===== config.mk =====
export PLATFORM = sky130hd
export DESIGN_NAME = ordered_key_value_table_core
export DESIGN_NICKNAME = d
export VERILOG_FILES = /design/src/hdl/kvt_pkg.sv /design/src/hdl/kvt_cell.sv /design/src/hdl/ordered_key_value_table_core.sv
export SDC_FILE = /design/constraint.sdc
export NUM_CORES = 2
export LEC_CHECK = 0
export ABC_CLOCK_PERIOD_IN_PS = 8600
export BUFFER_PORTS_ARGS = -buffer_cell sky130_fd_sc_hd__buf_2
export CORE_MARGIN = 3
export CORE_UTILIZATION = 63
export CTS_CLUSTER_DIAMETER = 200
export CTS_CLUSTER_SIZE = 14
export DETAILED_ROUTE_END_ITERATION = 10
export GPL_ROUTABILITY_DRIVEN = 0
export GPL_TIMING_DRIVEN = 0
export PLACE_DENSITY = 0.89
export REMOVE_ABC_BUFFERS = 1
export SLEW_MARGIN = 40
export SYNTH_ARGS = -nofsm -noshare
export SYNTH_HDL_FRONTEND = slang
export SYNTH_SLANG_ARGS = --single-unit
export TNS_END_PERCENT = 10

===== constraint.sdc =====
create_clock -name aclk -period 8.6 [get_ports aclk]
set_input_delay 1.72 -clock aclk [delete_from_list [all_inputs] [get_ports aclk]]
set_output_delay 1.72 -clock aclk [all_outputs]
set_load 0.03 [all_outputs]

===== src/hdl/kvt_pkg.sv =====
// ----------------------------------------------------------------------------
// kvt_pkg
// Shared constants, codes and types of the ordered key-value table.
// ----------------------------------------------------------------------------
`default_nettype none

package kvt_pkg;

    localparam int TABLE_DEPTH_DEF = 16;
    localparam int KEY_BITS_DEF    = 32;
    localparam int VALUE_BITS_DEF  = 32;

    localparam int CMD_W       = 3;
    localparam int KEY_FIELD_W = 32;
    localparam int VAL_FIELD_W = 32;
    localparam int POS_W       = 4;
    localparam int STATUS_W    = 3;
    localparam int HIT_W       = 4;
    localparam int COUNT_W     = 5;

    localparam int S_TDATA_W = 72;
    localparam int M_TDATA_W = 80;

    localparam logic [CMD_W-1:0] CMD_LOOKUP = 3'd0;
    localparam logic [CMD_W-1:0] CMD_INSERT = 3'd1;
    localparam logic [CMD_W-1:0] CMD_REMOVE = 3'd2;
    localparam logic [CMD_W-1:0] CMD_READ   = 3'd3;
    localparam logic [CMD_W-1:0] CMD_WRITE  = 3'd4;

    localparam logic [STATUS_W-1:0] ST_OK       = 3'd0;
    localparam logic [STATUS_W-1:0] ST_ABSENT   = 3'd1;
    localparam logic [STATUS_W-1:0] ST_PRESENT  = 3'd2;
    localparam logic [STATUS_W-1:0] ST_FULL     = 3'd3;
    localparam logic [STATUS_W-1:0] ST_MISMATCH = 3'd4;
    localparam logic [STATUS_W-1:0] ST_BADPOS   = 3'd5;

    typedef enum logic {
        S_IDLE,
        S_EXEC
    } state_t;

    typedef struct packed {
        logic capture;
        logic write_key;
        logic write_value;
        logic shift;
    } cell_ctrl_t;

endpackage

`default_nettype wire


===== src/hdl/kvt_cell.sv =====
// ----------------------------------------------------------------------------
// kvt_cell
// One table entry: holds a key and a value, registers a key match and passes
// the first-match chain and its contents on to its neighbour.
// ----------------------------------------------------------------------------
`default_nettype none

module kvt_cell #(
    parameter int KEY_W   = kvt_pkg::KEY_BITS_DEF,
    parameter int VALUE_W = kvt_pkg::VALUE_BITS_DEF
) (
    input  wire logic               aclk,
    input  wire kvt_pkg::cell_ctrl_t ctrl,
    input  wire logic               occupied,
    input  wire logic [KEY_W-1:0]   cmp_key,
    input  wire logic [KEY_W-1:0]   wr_key,
    input  wire logic [VALUE_W-1:0] wr_value,
    input  wire logic [KEY_W-1:0]   nb_key,
    input  wire logic [VALUE_W-1:0] nb_value,
    input  wire logic               seen_in,
    output logic [KEY_W-1:0]        key_q,
    output logic [VALUE_W-1:0]      value_q,
    output logic                    seen_out,
    output logic                    first
);
    import kvt_pkg::*;

    logic [KEY_W-1:0]   key_reg, key_next;
    logic [VALUE_W-1:0] value_reg, value_next;
    logic               match_reg, match_next;

    always_comb begin
        key_next   = key_reg;
        value_next = value_reg;
        match_next = match_reg;
        if (ctrl.capture) begin
            match_next = occupied && (cmp_key == key_reg);
        end
        if (ctrl.shift) begin
            key_next   = nb_key;
            value_next = nb_value;
        end else begin
            if (ctrl.write_key) begin
                key_next = wr_key;
            end
            if (ctrl.write_value) begin
                value_next = wr_value;
            end
        end
    end

    always_ff @(posedge aclk) begin
        key_reg   <= key_next;
        value_reg <= value_next;
        match_reg <= match_next;
    end

    assign key_q    = key_reg;
    assign value_q  = value_reg;
    assign seen_out = seen_in | match_reg;
    assign first    = match_reg & ~seen_in;

endmodule

`default_nettype wire


===== src/hdl/ordered_key_value_table_core.sv =====
// ----------------------------------------------------------------------------
// ordered_key_value_table_core
// Insertion-ordered key-value table built as a row of entry cells.
// ----------------------------------------------------------------------------
// usage
//   s_ channel: s_tuser carries the command (lookup, insert, remove, read,
//   write), s_tdata carries key, value and position
//   m_ channel: one result word per command; m_tuser carries the status,
//   m_tdata the hit position, the entry read and the entry count
//   every cell compares its key with the incoming key in the accept cycle
//   and registers the match; in the update state a first-match chain runs
//   along the row, the result is formed and the cells update (append,
//   value write, or shift down by one on removal)
//   the result word is registered in the output register when the cells update
//   one command at a time: no new command is taken until the previous one has
//   updated the cells; a new command is taken while a result waits
//   stall: if the output register is still full the update cycle waits, and
//   no further command is taken until that result has gone
//   reset (aresetn low, synchronous): table empty, output register empty;
//   entry contents are not cleared, only positions below the count are used
// ----------------------------------------------------------------------------
`default_nettype none

module ordered_key_value_table_core #(
    parameter int TABLE_DEPTH = kvt_pkg::TABLE_DEPTH_DEF,
    parameter int KEY_BITS    = kvt_pkg::KEY_BITS_DEF,
    parameter int VALUE_BITS  = kvt_pkg::VALUE_BITS_DEF
) (
    input  wire logic                             aclk,
    input  wire logic                             aresetn,
    input  wire logic                             s_tvalid,
    output logic                                  s_tready,
    // key [31:0], value [63:32], position [67:64]
    input  wire logic [kvt_pkg::S_TDATA_W-1:0]    s_tdata,
    // command
    input  wire logic [kvt_pkg::CMD_W-1:0]        s_tuser,
    output logic                                  m_tvalid,
    input  wire logic                             m_tready,
    // hit_position [3:0], out_key [35:4], out_value [67:36], entry_count [72:68]
    output logic [kvt_pkg::M_TDATA_W-1:0]         m_tdata,
    // status
    output logic [kvt_pkg::STATUS_W-1:0]          m_tuser
);
    import kvt_pkg::*;

    localparam int KEY_W   = (KEY_BITS < KEY_FIELD_W) ? KEY_BITS : KEY_FIELD_W;
    localparam int VALUE_W = (VALUE_BITS < VAL_FIELD_W) ? VALUE_BITS : VAL_FIELD_W;
    localparam int CNT_W   = $clog2(TABLE_DEPTH + 1);
    localparam int IDX_W   = (TABLE_DEPTH > 1) ? $clog2(TABLE_DEPTH) : 1;

    state_t state_reg, state_next;

    logic [CMD_W-1:0]   cmd_reg, cmd_next;
    logic [KEY_W-1:0]   key_reg, key_next;
    logic [VALUE_W-1:0] value_reg, value_next;
    logic [POS_W-1:0]   pos_reg, pos_next;
    logic [CNT_W-1:0]   count_reg, count_next;

    logic                 m_tvalid_reg, m_tvalid_next;
    logic [M_TDATA_W-1:0] m_tdata_reg, m_tdata_next;
    logic [STATUS_W-1:0]  m_tuser_reg, m_tuser_next;

    logic s_accept, out_free, exec;

    logic [KEY_W-1:0]   in_key;
    logic [VALUE_W-1:0] in_value;
    logic [POS_W-1:0]   in_pos;

    logic [KEY_W-1:0]     cell_key   [TABLE_DEPTH];
    logic [VALUE_W-1:0]   cell_value [TABLE_DEPTH];
    cell_ctrl_t           cell_ctrl  [TABLE_DEPTH];
    logic [TABLE_DEPTH-1:0] occ, seen_in_v, seen_out_v, first_v, sel_pos, sel_cnt;

    logic [IDX_W-1:0]   first_idx;
    logic [VALUE_W-1:0] first_value;
    logic [KEY_W-1:0]   pos_key;
    logic [VALUE_W-1:0] pos_value;

    logic                found, full, pos_ok;
    logic                ins_en, rm_en, wr_en;
    logic [STATUS_W-1:0] status;
    logic [31:0]         hit32, okey32, oval32, cnt32;
    logic [CNT_W-1:0]    count_after;

    assign in_key   = s_tdata[KEY_W-1:0];
    assign in_value = s_tdata[32 +: VALUE_W];
    assign in_pos   = s_tdata[64 +: POS_W];

    // fsm: next state
    always_comb begin
        state_next = state_reg;
        case (state_reg)
            S_IDLE: begin
                if (s_accept) begin
                    state_next = S_EXEC;
                end
            end
            S_EXEC: begin
                if (exec) begin
                    state_next = S_IDLE;
                end
            end
            default: begin
                state_next = S_IDLE;
            end
        endcase
    end

    // fsm: outputs
    always_comb begin
        s_tready = 1'b0;
        exec     = 1'b0;
        case (state_reg)
            S_IDLE: begin
                s_tready = 1'b1;
            end
            S_EXEC: begin
                exec = out_free;
            end
            default: begin
                s_tready = 1'b0;
            end
        endcase
    end

    assign s_accept = s_tvalid && s_tready;
    assign out_free = !m_tvalid_reg || m_tready;

    always_comb begin
        cmd_next   = cmd_reg;
        key_next   = key_reg;
        value_next = value_reg;
        pos_next   = pos_reg;
        if (s_accept) begin
            cmd_next   = s_tuser;
            key_next   = in_key;
            value_next = in_value;
            pos_next   = in_pos;
        end
    end

    // row of entry cells
    for (genvar g = 0; g < TABLE_DEPTH; g++) begin : g_cell
        assign occ[g]     = count_reg > CNT_W'(g);
        assign sel_cnt[g] = count_reg == CNT_W'(g);
        assign sel_pos[g] = 32'(pos_reg) == g;

        if (g == 0) begin : g_head
            assign seen_in_v[g] = 1'b0;
        end else begin : g_body
            assign seen_in_v[g] = seen_out_v[g-1];
        end

        assign cell_ctrl[g] = '{
            capture:     s_accept,
            write_key:   exec && ins_en && sel_cnt[g],
            write_value: exec && ((ins_en && sel_cnt[g]) || (wr_en && sel_pos[g])),
            shift:       exec && rm_en && seen_out_v[g]
        };

        if (g == TABLE_DEPTH - 1) begin : g_tail
            kvt_cell #(
                .KEY_W   (KEY_W),
                .VALUE_W (VALUE_W)
            ) u_cell (
                .aclk     (aclk),
                .ctrl     (cell_ctrl[g]),
                .occupied (occ[g]),
                .cmp_key  (in_key),
                .wr_key   (key_reg),
                .wr_value (value_reg),
                .nb_key   (cell_key[g]),
                .nb_value (cell_value[g]),
                .seen_in  (seen_in_v[g]),
                .key_q    (cell_key[g]),
                .value_q  (cell_value[g]),
                .seen_out (seen_out_v[g]),
                .first    (first_v[g])
            );
        end else begin : g_mid
            kvt_cell #(
                .KEY_W   (KEY_W),
                .VALUE_W (VALUE_W)
            ) u_cell (
                .aclk     (aclk),
                .ctrl     (cell_ctrl[g]),
                .occupied (occ[g]),
                .cmp_key  (in_key),
                .wr_key   (key_reg),
                .wr_value (value_reg),
                .nb_key   (cell_key[g+1]),
                .nb_value (cell_value[g+1]),
                .seen_in  (seen_in_v[g]),
                .key_q    (cell_key[g]),
                .value_q  (cell_value[g]),
                .seen_out (seen_out_v[g]),
                .first    (first_v[g])
            );
        end
    end

    // one-hot selection of the first match and of the addressed entry
    always_comb begin
        first_idx   = '0;
        first_value = '0;
        pos_key     = '0;
        pos_value   = '0;
        for (int i = 0; i < TABLE_DEPTH; i++) begin
            if (first_v[i]) begin
                first_idx   = first_idx | IDX_W'(i);
                first_value = first_value | cell_value[i];
            end
            if (sel_pos[i]) begin
                pos_key   = pos_key | cell_key[i];
                pos_value = pos_value | cell_value[i];
            end
        end
    end

    assign found  = seen_out_v[TABLE_DEPTH-1];
    assign full   = count_reg >= CNT_W'(TABLE_DEPTH);
    assign pos_ok = {{CNT_W{1'b0}}, pos_reg} < {{POS_W{1'b0}}, count_reg};

    always_comb begin
        status = ST_OK;
        hit32  = '0;
        okey32 = '0;
        oval32 = '0;
        ins_en = 1'b0;
        rm_en  = 1'b0;
        wr_en  = 1'b0;
        case (cmd_reg)
            CMD_LOOKUP: begin
                if (found) begin
                    hit32 = 32'(first_idx);
                end else begin
                    status = ST_ABSENT;
                end
            end
            CMD_INSERT: begin
                if (found) begin
                    status = ST_PRESENT;
                    hit32  = 32'(first_idx);
                end else if (full) begin
                    status = ST_FULL;
                end else begin
                    ins_en = 1'b1;
                    hit32  = 32'(count_reg);
                end
            end
            CMD_REMOVE: begin
                if (!found) begin
                    status = ST_ABSENT;
                end else if (first_value != value_reg) begin
                    status = ST_MISMATCH;
                    hit32  = 32'(first_idx);
                end else begin
                    rm_en = 1'b1;
                    hit32 = 32'(first_idx);
                end
            end
            CMD_READ: begin
                hit32 = 32'(pos_reg);
                if (pos_ok) begin
                    okey32 = 32'(pos_key);
                    oval32 = 32'(pos_value);
                end else begin
                    status = ST_BADPOS;
                end
            end
            CMD_WRITE: begin
                hit32 = 32'(pos_reg);
                if (pos_ok) begin
                    wr_en = 1'b1;
                end else begin
                    status = ST_BADPOS;
                end
            end
            default: begin
                status = ST_OK;
            end
        endcase
    end

    always_comb begin
        count_after = count_reg;
        if (ins_en) begin
            count_after = count_reg + CNT_W'(1);
        end else if (rm_en) begin
            count_after = count_reg - CNT_W'(1);
        end
    end

    assign count_next = exec ? count_after : count_reg;
    assign cnt32      = 32'(count_after);

    always_comb begin
        m_tvalid_next = m_tvalid_reg;
        m_tdata_next  = m_tdata_reg;
        m_tuser_next  = m_tuser_reg;
        if (exec) begin
            m_tvalid_next = 1'b1;
            m_tdata_next  = {7'b0, cnt32[COUNT_W-1:0], oval32, okey32, hit32[HIT_W-1:0]};
            m_tuser_next  = status;
        end else if (m_tready) begin
            m_tvalid_next = 1'b0;
        end
    end

    always_ff @(posedge aclk) begin
        if (!aresetn) begin
            state_reg    <= S_IDLE;
            count_reg    <= '0;
            m_tvalid_reg <= 1'b0;
        end else begin
            state_reg    <= state_next;
            count_reg    <= count_next;
            m_tvalid_reg <= m_tvalid_next;
        end
    end

    always_ff @(posedge aclk) begin
        cmd_reg     <= cmd_next;
        key_reg     <= key_next;
        value_reg   <= value_next;
        pos_reg     <= pos_next;
        m_tdata_reg <= m_tdata_next;
        m_tuser_reg <= m_tuser_next;
    end

    assign m_tvalid = m_tvalid_reg;
    assign m_tdata  = m_tdata_reg;
    assign m_tuser  = m_tuser_reg;

    a_count_bound: assert property (@(posedge aclk) disable iff (!aresetn)
        count_reg <= CNT_W'(TABLE_DEPTH))
        else $error("entry count above table depth");

    a_count_only_on_exec: assert property (@(posedge aclk) disable iff (!aresetn)
        ($past(aresetn) && (count_reg != $past(count_reg))) |-> $past(exec))
        else $error("entry count changed outside an update cycle");

    a_count_step: assert property (@(posedge aclk) disable iff (!aresetn)
        $past(aresetn) |-> ((count_reg == $past(count_reg))
                         || (count_reg == $past(count_reg) + CNT_W'(1))
                         || (count_reg == $past(count_reg) - CNT_W'(1))))
        else $error("entry count moved by more than one");

    a_first_match_unique: assert property (@(posedge aclk) disable iff (!aresetn)
        (state_reg == S_EXEC) |-> $onehot0(first_v))
        else $error("more than one first match in the cell row");

endmodule

`default_nettype wire


==> results_tabular.tex, run 1 <==
\begin{tabular}{lr}
\hline
Metric & Value \\
\hline
\multicolumn{2}{l}{\textbf{Run status}} \\
Status & stopped before the end \\
Stage where the flow stopped & global routing (5\_1\_grt) \\
First Err & [ERROR GRT-0116] Global routing finished with congestion. Check the congestion regions in the DRC Viewer. \\
\multicolumn{2}{l}{\textbf{Floorplanning}} \\
Effective utilization at floorplan & 0.6376 \\
Die Y-Extent & 327.8 µm \\
Number of core rows & 117 \\
Top-level port count & 164 \\
Die W & 327.8 µm \\
\multicolumn{2}{l}{\textbf{Clock tree}} \\
Post-cts gate resize count & 1 \\
Number of sinks driven by the clock tree & 1194 \\
Maximum level of the CTS H-tree & 3 \\
Max Root-Sink Buffers & 3 \\
Inserted Clock Buffers & 95 \\
Buffer count from post-CTS setup fixing & 0 \\
Clock root buffer & sky130\_fd\_sc\_hd\_\_clkbuf\_16 \\
Hold Buf Count CTS & 0 \\
\multicolumn{2}{l}{\textbf{Synth}} \\
Fraction of synthesized cell area taken by the top area cell type & 0.5464 \\
Leading area contributor after synthesis & sky130\_fd\_sc\_hd\_\_edfxtp\_1 \\
FFs w/ async S/R, synth & 0 \\
Syn Inst Count & 4801 \\
Top post-synthesis cells by area & sky130\_fd\_sc\_hd\_\_edfxtp\_1 55\%, sky130\_fd\_sc\_hd\_\_mux2\_2 14\%, sky130\_fd\_sc\_hd\_\_xor2\_1 4.8\%, sky130\_fd\_sc\_hd\_\_a221oi\_1 2.9\%, sky130\_fd\_sc\_hd\_\_a22o\_1 2.8\% \\
Post-synthesis instance area & 65240 µm² \\
Syn\_area\_per\_cell & 13.59 µm² \\
Sequential cell area fraction in the yosys report & 0.5485 \\
Synthesized flop and latch total & 1194 \\
Post-synth EDFFs & 1187 \\
Total of warnings raised by yosys & 0 \\
Dominant synthesized flop cell & sky130\_fd\_sc\_hd\_\_edfxtp\_1 \\
Synth unique cells & 83 \\
\multicolumn{2}{l}{\textbf{Placed design}} \\
Number of instances in the placed design & 6309 \\
\# port buffers & 152 \\
Detailed placement HPWL & 209000 µm \\
\multicolumn{2}{l}{\textbf{Global route}} \\
Combined global-route utilization of all metal layers & 0.6106 \\
Maximum number of pins on one net before global-route repair & 32 \\
Wire length of the first global-routing pass & 465100 µm \\
Vias in the first global route & 60060 \\
Residual overflow from global routing & 65 \\
\hline
\end{tabular}
-- synth_stat cells, types with 7 or more instances --
cell type / instances
sky130_fd_sc_hd__nor3_1: 38
sky130_fd_sc_hd__o21ai_0: 59
sky130_fd_sc_hd__a221oi_1: 217
sky130_fd_sc_hd__nor2_1: 47
sky130_fd_sc_hd__and3_1: 72
sky130_fd_sc_hd__a221o_1: 18
sky130_fd_sc_hd__clkbuf_1: 215
sky130_fd_sc_hd__buf_1: 82
sky130_fd_sc_hd__nor4_1: 111
sky130_fd_sc_hd__nand2_1: 97
sky130_fd_sc_hd__nand2b_1: 19
sky130_fd_sc_hd__nand3b_1: 27
sky130_fd_sc_hd__xor2_1: 357
sky130_fd_sc_hd__a222oi_1: 24
sky130_fd_sc_hd__o211ai_1: 11
sky130_fd_sc_hd__a32o_1: 12
sky130_fd_sc_hd__nor2b_1: 26
sky130_fd_sc_hd__edfxtp_1: 1187
sky130_fd_sc_hd__and4_1: 9
sky130_fd_sc_hd__a31oi_1: 79
sky130_fd_sc_hd__mux2_4: 27
sky130_fd_sc_hd__buf_4: 16
sky130_fd_sc_hd__nand3_1: 54
sky130_fd_sc_hd__a22o_1: 207
sky130_fd_sc_hd__buf_6: 41
sky130_fd_sc_hd__dfxtp_1: 7
sky130_fd_sc_hd__xnor2_1: 184
sky130_fd_sc_hd__o221ai_1: 8
sky130_fd_sc_hd__mux2_1: 127
sky130_fd_sc_hd__ha_1: 9
sky130_fd_sc_hd__a21oi_1: 77
sky130_fd_sc_hd__a211o_1: 7
sky130_fd_sc_hd__buf_2: 100
sky130_fd_sc_hd__mux2_2: 804
sky130_fd_sc_hd__a2111oi_0: 7
sky130_fd_sc_hd__a32oi_1: 18
sky130_fd_sc_hd__or4_1: 9
sky130_fd_sc_hd__a211oi_1: 11
sky130_fd_sc_hd__inv_1: 26
sky130_fd_sc_hd__a2bb2oi_1: 9
sky130_fd_sc_hd__a22oi_1: 174
sky130_fd_sc_hd__nand4_1: 67
-- through the flow --
stage	setup slack (ps)	hold slack [ps]	instance area [µm²]
after detailed placement	124.7	508.7	71760
after CTS	247.0	519.7	74380
after floorplan	-7723	518.2	63070
after global placement	-43070	481.6	65540
-- layer usage --
layer | overflow | track usage
met1 | 3 | 0.6229
met2 | 30 | 0.7174
met3 | 1 | 0.5208
met4 | 30 | 0.5559
met5 | 1 | 0.3496
-- logic make-up after synthesis --
logic type,Yosys count,synth area share
flops,1194,0.5485
compound gates,992,0.1191
mux,959,0.1671
simple gates,619,0.05541
xor+xnor,541,0.07263
buf+inv,486,0.03552
fa+ha+maj,9,0.001726
other cells,1,0.00005748
==> run 2, diff against run 1 <==
- CORE_UTILIZATION: 63 -> 40
- CTS_CLUSTER_DIAMETER: 200 -> default
- CTS_CLUSTER_SIZE: 14 -> default
- PLACE_DENSITY: 0.89 -> default
- PLACE_DENSITY_LB_ADDON: default -> 0.15
==> results_tabular.tex, run 2 <==
\begin{tabular}{lr}
\hline
Metric & Value \\
\hline
\multicolumn{2}{l}{\textbf{Run status}} \\
Status & completed (was stopped before the end) \\
\multicolumn{2}{l}{\textbf{Route}} \\
Aggregate routed wire length & 310700 µm \\
Drt wl/cell & 41.67 µm \\
Remaining routing DRC violations & 0 \\
Detailed-routing iteration count for the pre-antenna-repair pass & 8 \\
Via Count & 51640 \\
Vias per inst & 6.927 \\
Count of antenna-violating nets left after detailed routing & 0 \\
DRC violation total after the first TritonRoute iteration & 8962 \\
\multicolumn{2}{l}{\textbf{Clock tree}} \\
Max Root-Sink Buffers & 3 (unchanged) \\
Clock insertion delay at the later pin of the skew report & 830 ps \\
Number of sinks driven by the clock tree & 1194 (unchanged) \\
Inserted Clock Buffers & 143 (was 95) \\
Maximum level of the CTS H-tree & 4 (was 3) \\
TritonCTS clock tree & yes \\
Post-cts gate resize count & 0 (was 1) \\
Buffer count from post-CTS setup fixing & 0 (unchanged) \\
Clock root buffer & sky130\_fd\_sc\_hd\_\_clkbuf\_16 (unchanged) \\
Clock Pin Slew Worst Setup and Hold Paths & 60 ps \\
Hold Buf Count CTS & 0 (unchanged) \\
\multicolumn{2}{l}{\textbf{Global route}} \\
Wire length of the first global-routing pass & 420100 µm \\
Combined global-route utilization of all metal layers & 0.3593 \\
Residual overflow from global routing & 0 \\
Maximum number of pins on one net before global-route repair & 30 \\
Vias in the first global route & 48530 \\
Number of antenna violations at the first check in global routing & 18 \\
\multicolumn{2}{l}{\textbf{Worst setup path}} \\
Startpoint type of the worst setup path & flip-flop \\
Worst path required time & 9120 ps \\
Peak per-stage delay on the critical path & 800 ps \\
CP most frequent cell & sky130\_fd\_sc\_hd\_\_buf\_2 \\
Setup Crit Path Kind & flip-flop to flip-flop \\
Endpoint type of the worst setup path & flip-flop \\
CP Cell Sequence & buf\_8, nor4\_2, buf\_2, nand2b\_4, buf\_12, nor4\_4, buf\_4, buf\_4, a2111oi\_0, and4\_1, nor4\_1, and4\_1, and3\_1, and3\_2, o41ai\_2, buf\_2, buf\_2, buf\_2, o211ai\_1, buf\_2, buf\_2, buf\_2, buf\_4, buf\_2 \\
Dominant delay contributor by cell family on the critical path & simple AND/OR/NAND/NOR gates \\
Master of the slowest instance on the critical path & sky130\_fd\_sc\_hd\_\_and3\_2 \\
Maximum fanout count along the critical path & 17 \\
Slack of the worst reg-to-reg path & 140 ps \\
Arrival time of data at the critical path endpoint & 8990 ps \\
Worst Path Buf+Inv & 13 \\
\multicolumn{2}{l}{\textbf{Synth}} \\
Dominant synthesized flop cell & sky130\_fd\_sc\_hd\_\_edfxtp\_1 (unchanged) \\
Fraction of synthesized cell area taken by the top area cell type & 0.5464 (unchanged) \\
Synth unique cells & 83 (unchanged) \\
Post-synth EDFFs & 1187 (unchanged) \\
Top cells by count, synth & 1187 x sky130\_fd\_sc\_hd\_\_edfxtp\_1, 804 x sky130\_fd\_sc\_hd\_\_mux2\_2, 357 x sky130\_fd\_sc\_hd\_\_xor2\_1, 217 x sky130\_fd\_sc\_hd\_\_a221oi\_1, 215 x sky130\_fd\_sc\_hd\_\_clkbuf\_1 (unchanged) \\
Most common cell in the synthesized netlist & sky130\_fd\_sc\_hd\_\_edfxtp\_1 (unchanged) \\
Syn\_area\_per\_cell & 13.59 µm² (unchanged) \\
Top post-synthesis cells by area & sky130\_fd\_sc\_hd\_\_edfxtp\_1 55\%, sky130\_fd\_sc\_hd\_\_mux2\_2 14\%, sky130\_fd\_sc\_hd\_\_xor2\_1 4.8\%, sky130\_fd\_sc\_hd\_\_a221oi\_1 2.9\%, sky130\_fd\_sc\_hd\_\_a22o\_1 2.8\% (unchanged) \\
Leading area contributor after synthesis & sky130\_fd\_sc\_hd\_\_edfxtp\_1 (unchanged) \\
Syn Inst Count & 4801 (unchanged) \\
FFs w/ async S/R, synth & 0 (unchanged) \\
Sequential cell area fraction in the yosys report & 0.5485 (unchanged) \\
Post-synthesis instance area & 65240 µm² (unchanged) \\
Total of warnings raised by yosys & 0 (unchanged) \\
Synthesized flop and latch total & 1194 (unchanged) \\
\multicolumn{2}{l}{\textbf{Run}} \\
Max-cap violations & 0 \\
\multicolumn{2}{l}{\textbf{Floorplanning}} \\
Effective utilization at floorplan & 0.4045 (was 0.6376) \\
Die Outline Area & 168000 µm² \\
Floorplan core area & 161300 µm² \\
Number of core rows & 147 (was 117) \\
Top-level port count & 164 (unchanged) \\
Die W & 409.9 µm (was 327.8 µm) \\
Die Y-Extent & 409.9 µm (was 327.8 µm) \\
\multicolumn{2}{l}{\textbf{Finish}} \\
Share of post-route cells with drive strength above 1 & 0.3465 \\
Synth-to-Final Area Change & 20.35\% \\
Most frequent standard cell in the layout excluding fill and tap cells & sky130\_fd\_sc\_hd\_\_edfxtp\_1 \\
Total Nets Final & 5262 \\
Final standard cell utilization of the core & 0.4868 \\
Commonest non-fill, non-tap cells in the layout & 1187 x sky130\_fd\_sc\_hd\_\_edfxtp\_1, 804 x sky130\_fd\_sc\_hd\_\_mux2\_2, 357 x sky130\_fd\_sc\_hd\_\_xor2\_1, 279 x sky130\_fd\_sc\_hd\_\_buf\_2, 217 x sky130\_fd\_sc\_hd\_\_a221oi\_1 \\
\multicolumn{2}{l}{\textbf{STA}} \\
Setup\_tns & 0 ps \\
Final setup fails & 0 \\
Number of hold violations in the final report & 0 \\
Relative slew slack & 0.2705 \\
F\_max & 0.1182 GHz \\
Share of the clock period used by the worst path & 0.9838 \\
Slew Viols, Final & 0 \\
Worst setup skew after layout & 33.64 ps \\
Crit path time final & 8461 ps \\
Setup repair after global routing missed its margin & no \\
Slew @ Worst Pin & 1084 ps \\
\multicolumn{2}{l}{\textbf{Pwr}} \\
VDD IR max & 0.2278 mV \\
Pleak & 26.38 nW \\
Cell area power density & 176.9 nW/µm² \\
\multicolumn{2}{l}{\textbf{Placed design}} \\
Detailed placement HPWL & 235000 µm (was 209000 µm) \\
\# port buffers & 152 (unchanged) \\
\multicolumn{2}{l}{\textbf{Min path}} \\
Worst Hold Class & flip-flop to flip-flop \\
\hline
\end{tabular}
-- run 2: cell counts after synthesis --
No cell type changed its count.
-- run 2: final timing paths --
check / cells after the start / from / end
max: 24 / g_cell[0].g_mid.u_cell.match_reg / g_cell[12].g_mid.u_cell.value_q[21]
min: 2 / m_tvalid / m_tvalid
max reg2reg: 24 / g_cell[0].g_mid.u_cell.match_reg / g_cell[12].g_mid.u_cell.value_q[21]
min reg2reg: 2 / m_tvalid / m_tvalid
-- run 2: routing by layer --
| layer | share of wire | track usage |
|---|---|---|
| met5 | 0.00054 | 0.006034 |
| met4 | 0.095 | 0.2621 |
| met3 | 0.12 | 0.1034 |
| met2 | 0.42 | 0.5323 |
| met1 | 0.36 | 0.4470 |
-- run 2: layout make-up --
class | instances | area (µm²)
fill | 13980 | 82780
sequential | 1194 | 35780
multi-input combinational | 3127 | 28130
timing repair buffer | 676 | 7257
clock buffer | 185 | 3736
tap | 2160 | 2703
clock inverter | 71 | 753.2
inverter | 32 | 126.4
antenna | 10 | 25.02
-- run 2: cell families after synthesis --
group / count (synthesis) / synth area share
and+or+nand+nor: 619 / 0.05541
xor gates and xnor gates: 541 / 0.07263
muxes: 959 / 0.1671
AOI/OAI and AO/OA: 992 / 0.1191
other: 1 / 0.00005748
adders and majority gates: 9 / 0.001726
DFF: 1194 / 0.5485
buffers and inverters: 486 / 0.03552
-- run 2: report_power, final --
part	internal, mW	total [mW]	switching, mW	leakage, nW
Clock	3.37	6.03	2.66	2.18
Combinational	0.502	1.27	0.770	13.4
Sequential	6.47	6.59	0.119	10.8
-- run 2: worst min-delay path, cell delays in order (launching register included) --
cell and delay, ps:
sky130_fd_sc_hd__dfxtp_1 310, sky130_fd_sc_hd__nand2b_1 100, sky130_fd_sc_hd__a21oi_1 70
-- run 2: metrics by stage --
| step | total power [mW] | cell area [µm²] | cells | hold slack [ps] | setup slack, ps |
|---|---|---|---|---|---|
| global route | 14.18 | 78500 | 7448 | 566.7 | 220.3 |
| floorplan | 7.274 | 63070 | 4353 | 518.2 | -7723 |
| global placement | 7.809 | 66530 | 6665 | 488.7 | -57560 |
| detailed placement | 7.916 | 73950 | 7189 | 507.6 | 466.9 |
| CTS | 13.89 | 78440 | 7445 | 518.8 | 455.0 |
| finish | 13.89 | 78520 | 7455 | 533.6 | 139.4 |
No activity file was read; power rests on OpenSTA's default activity.
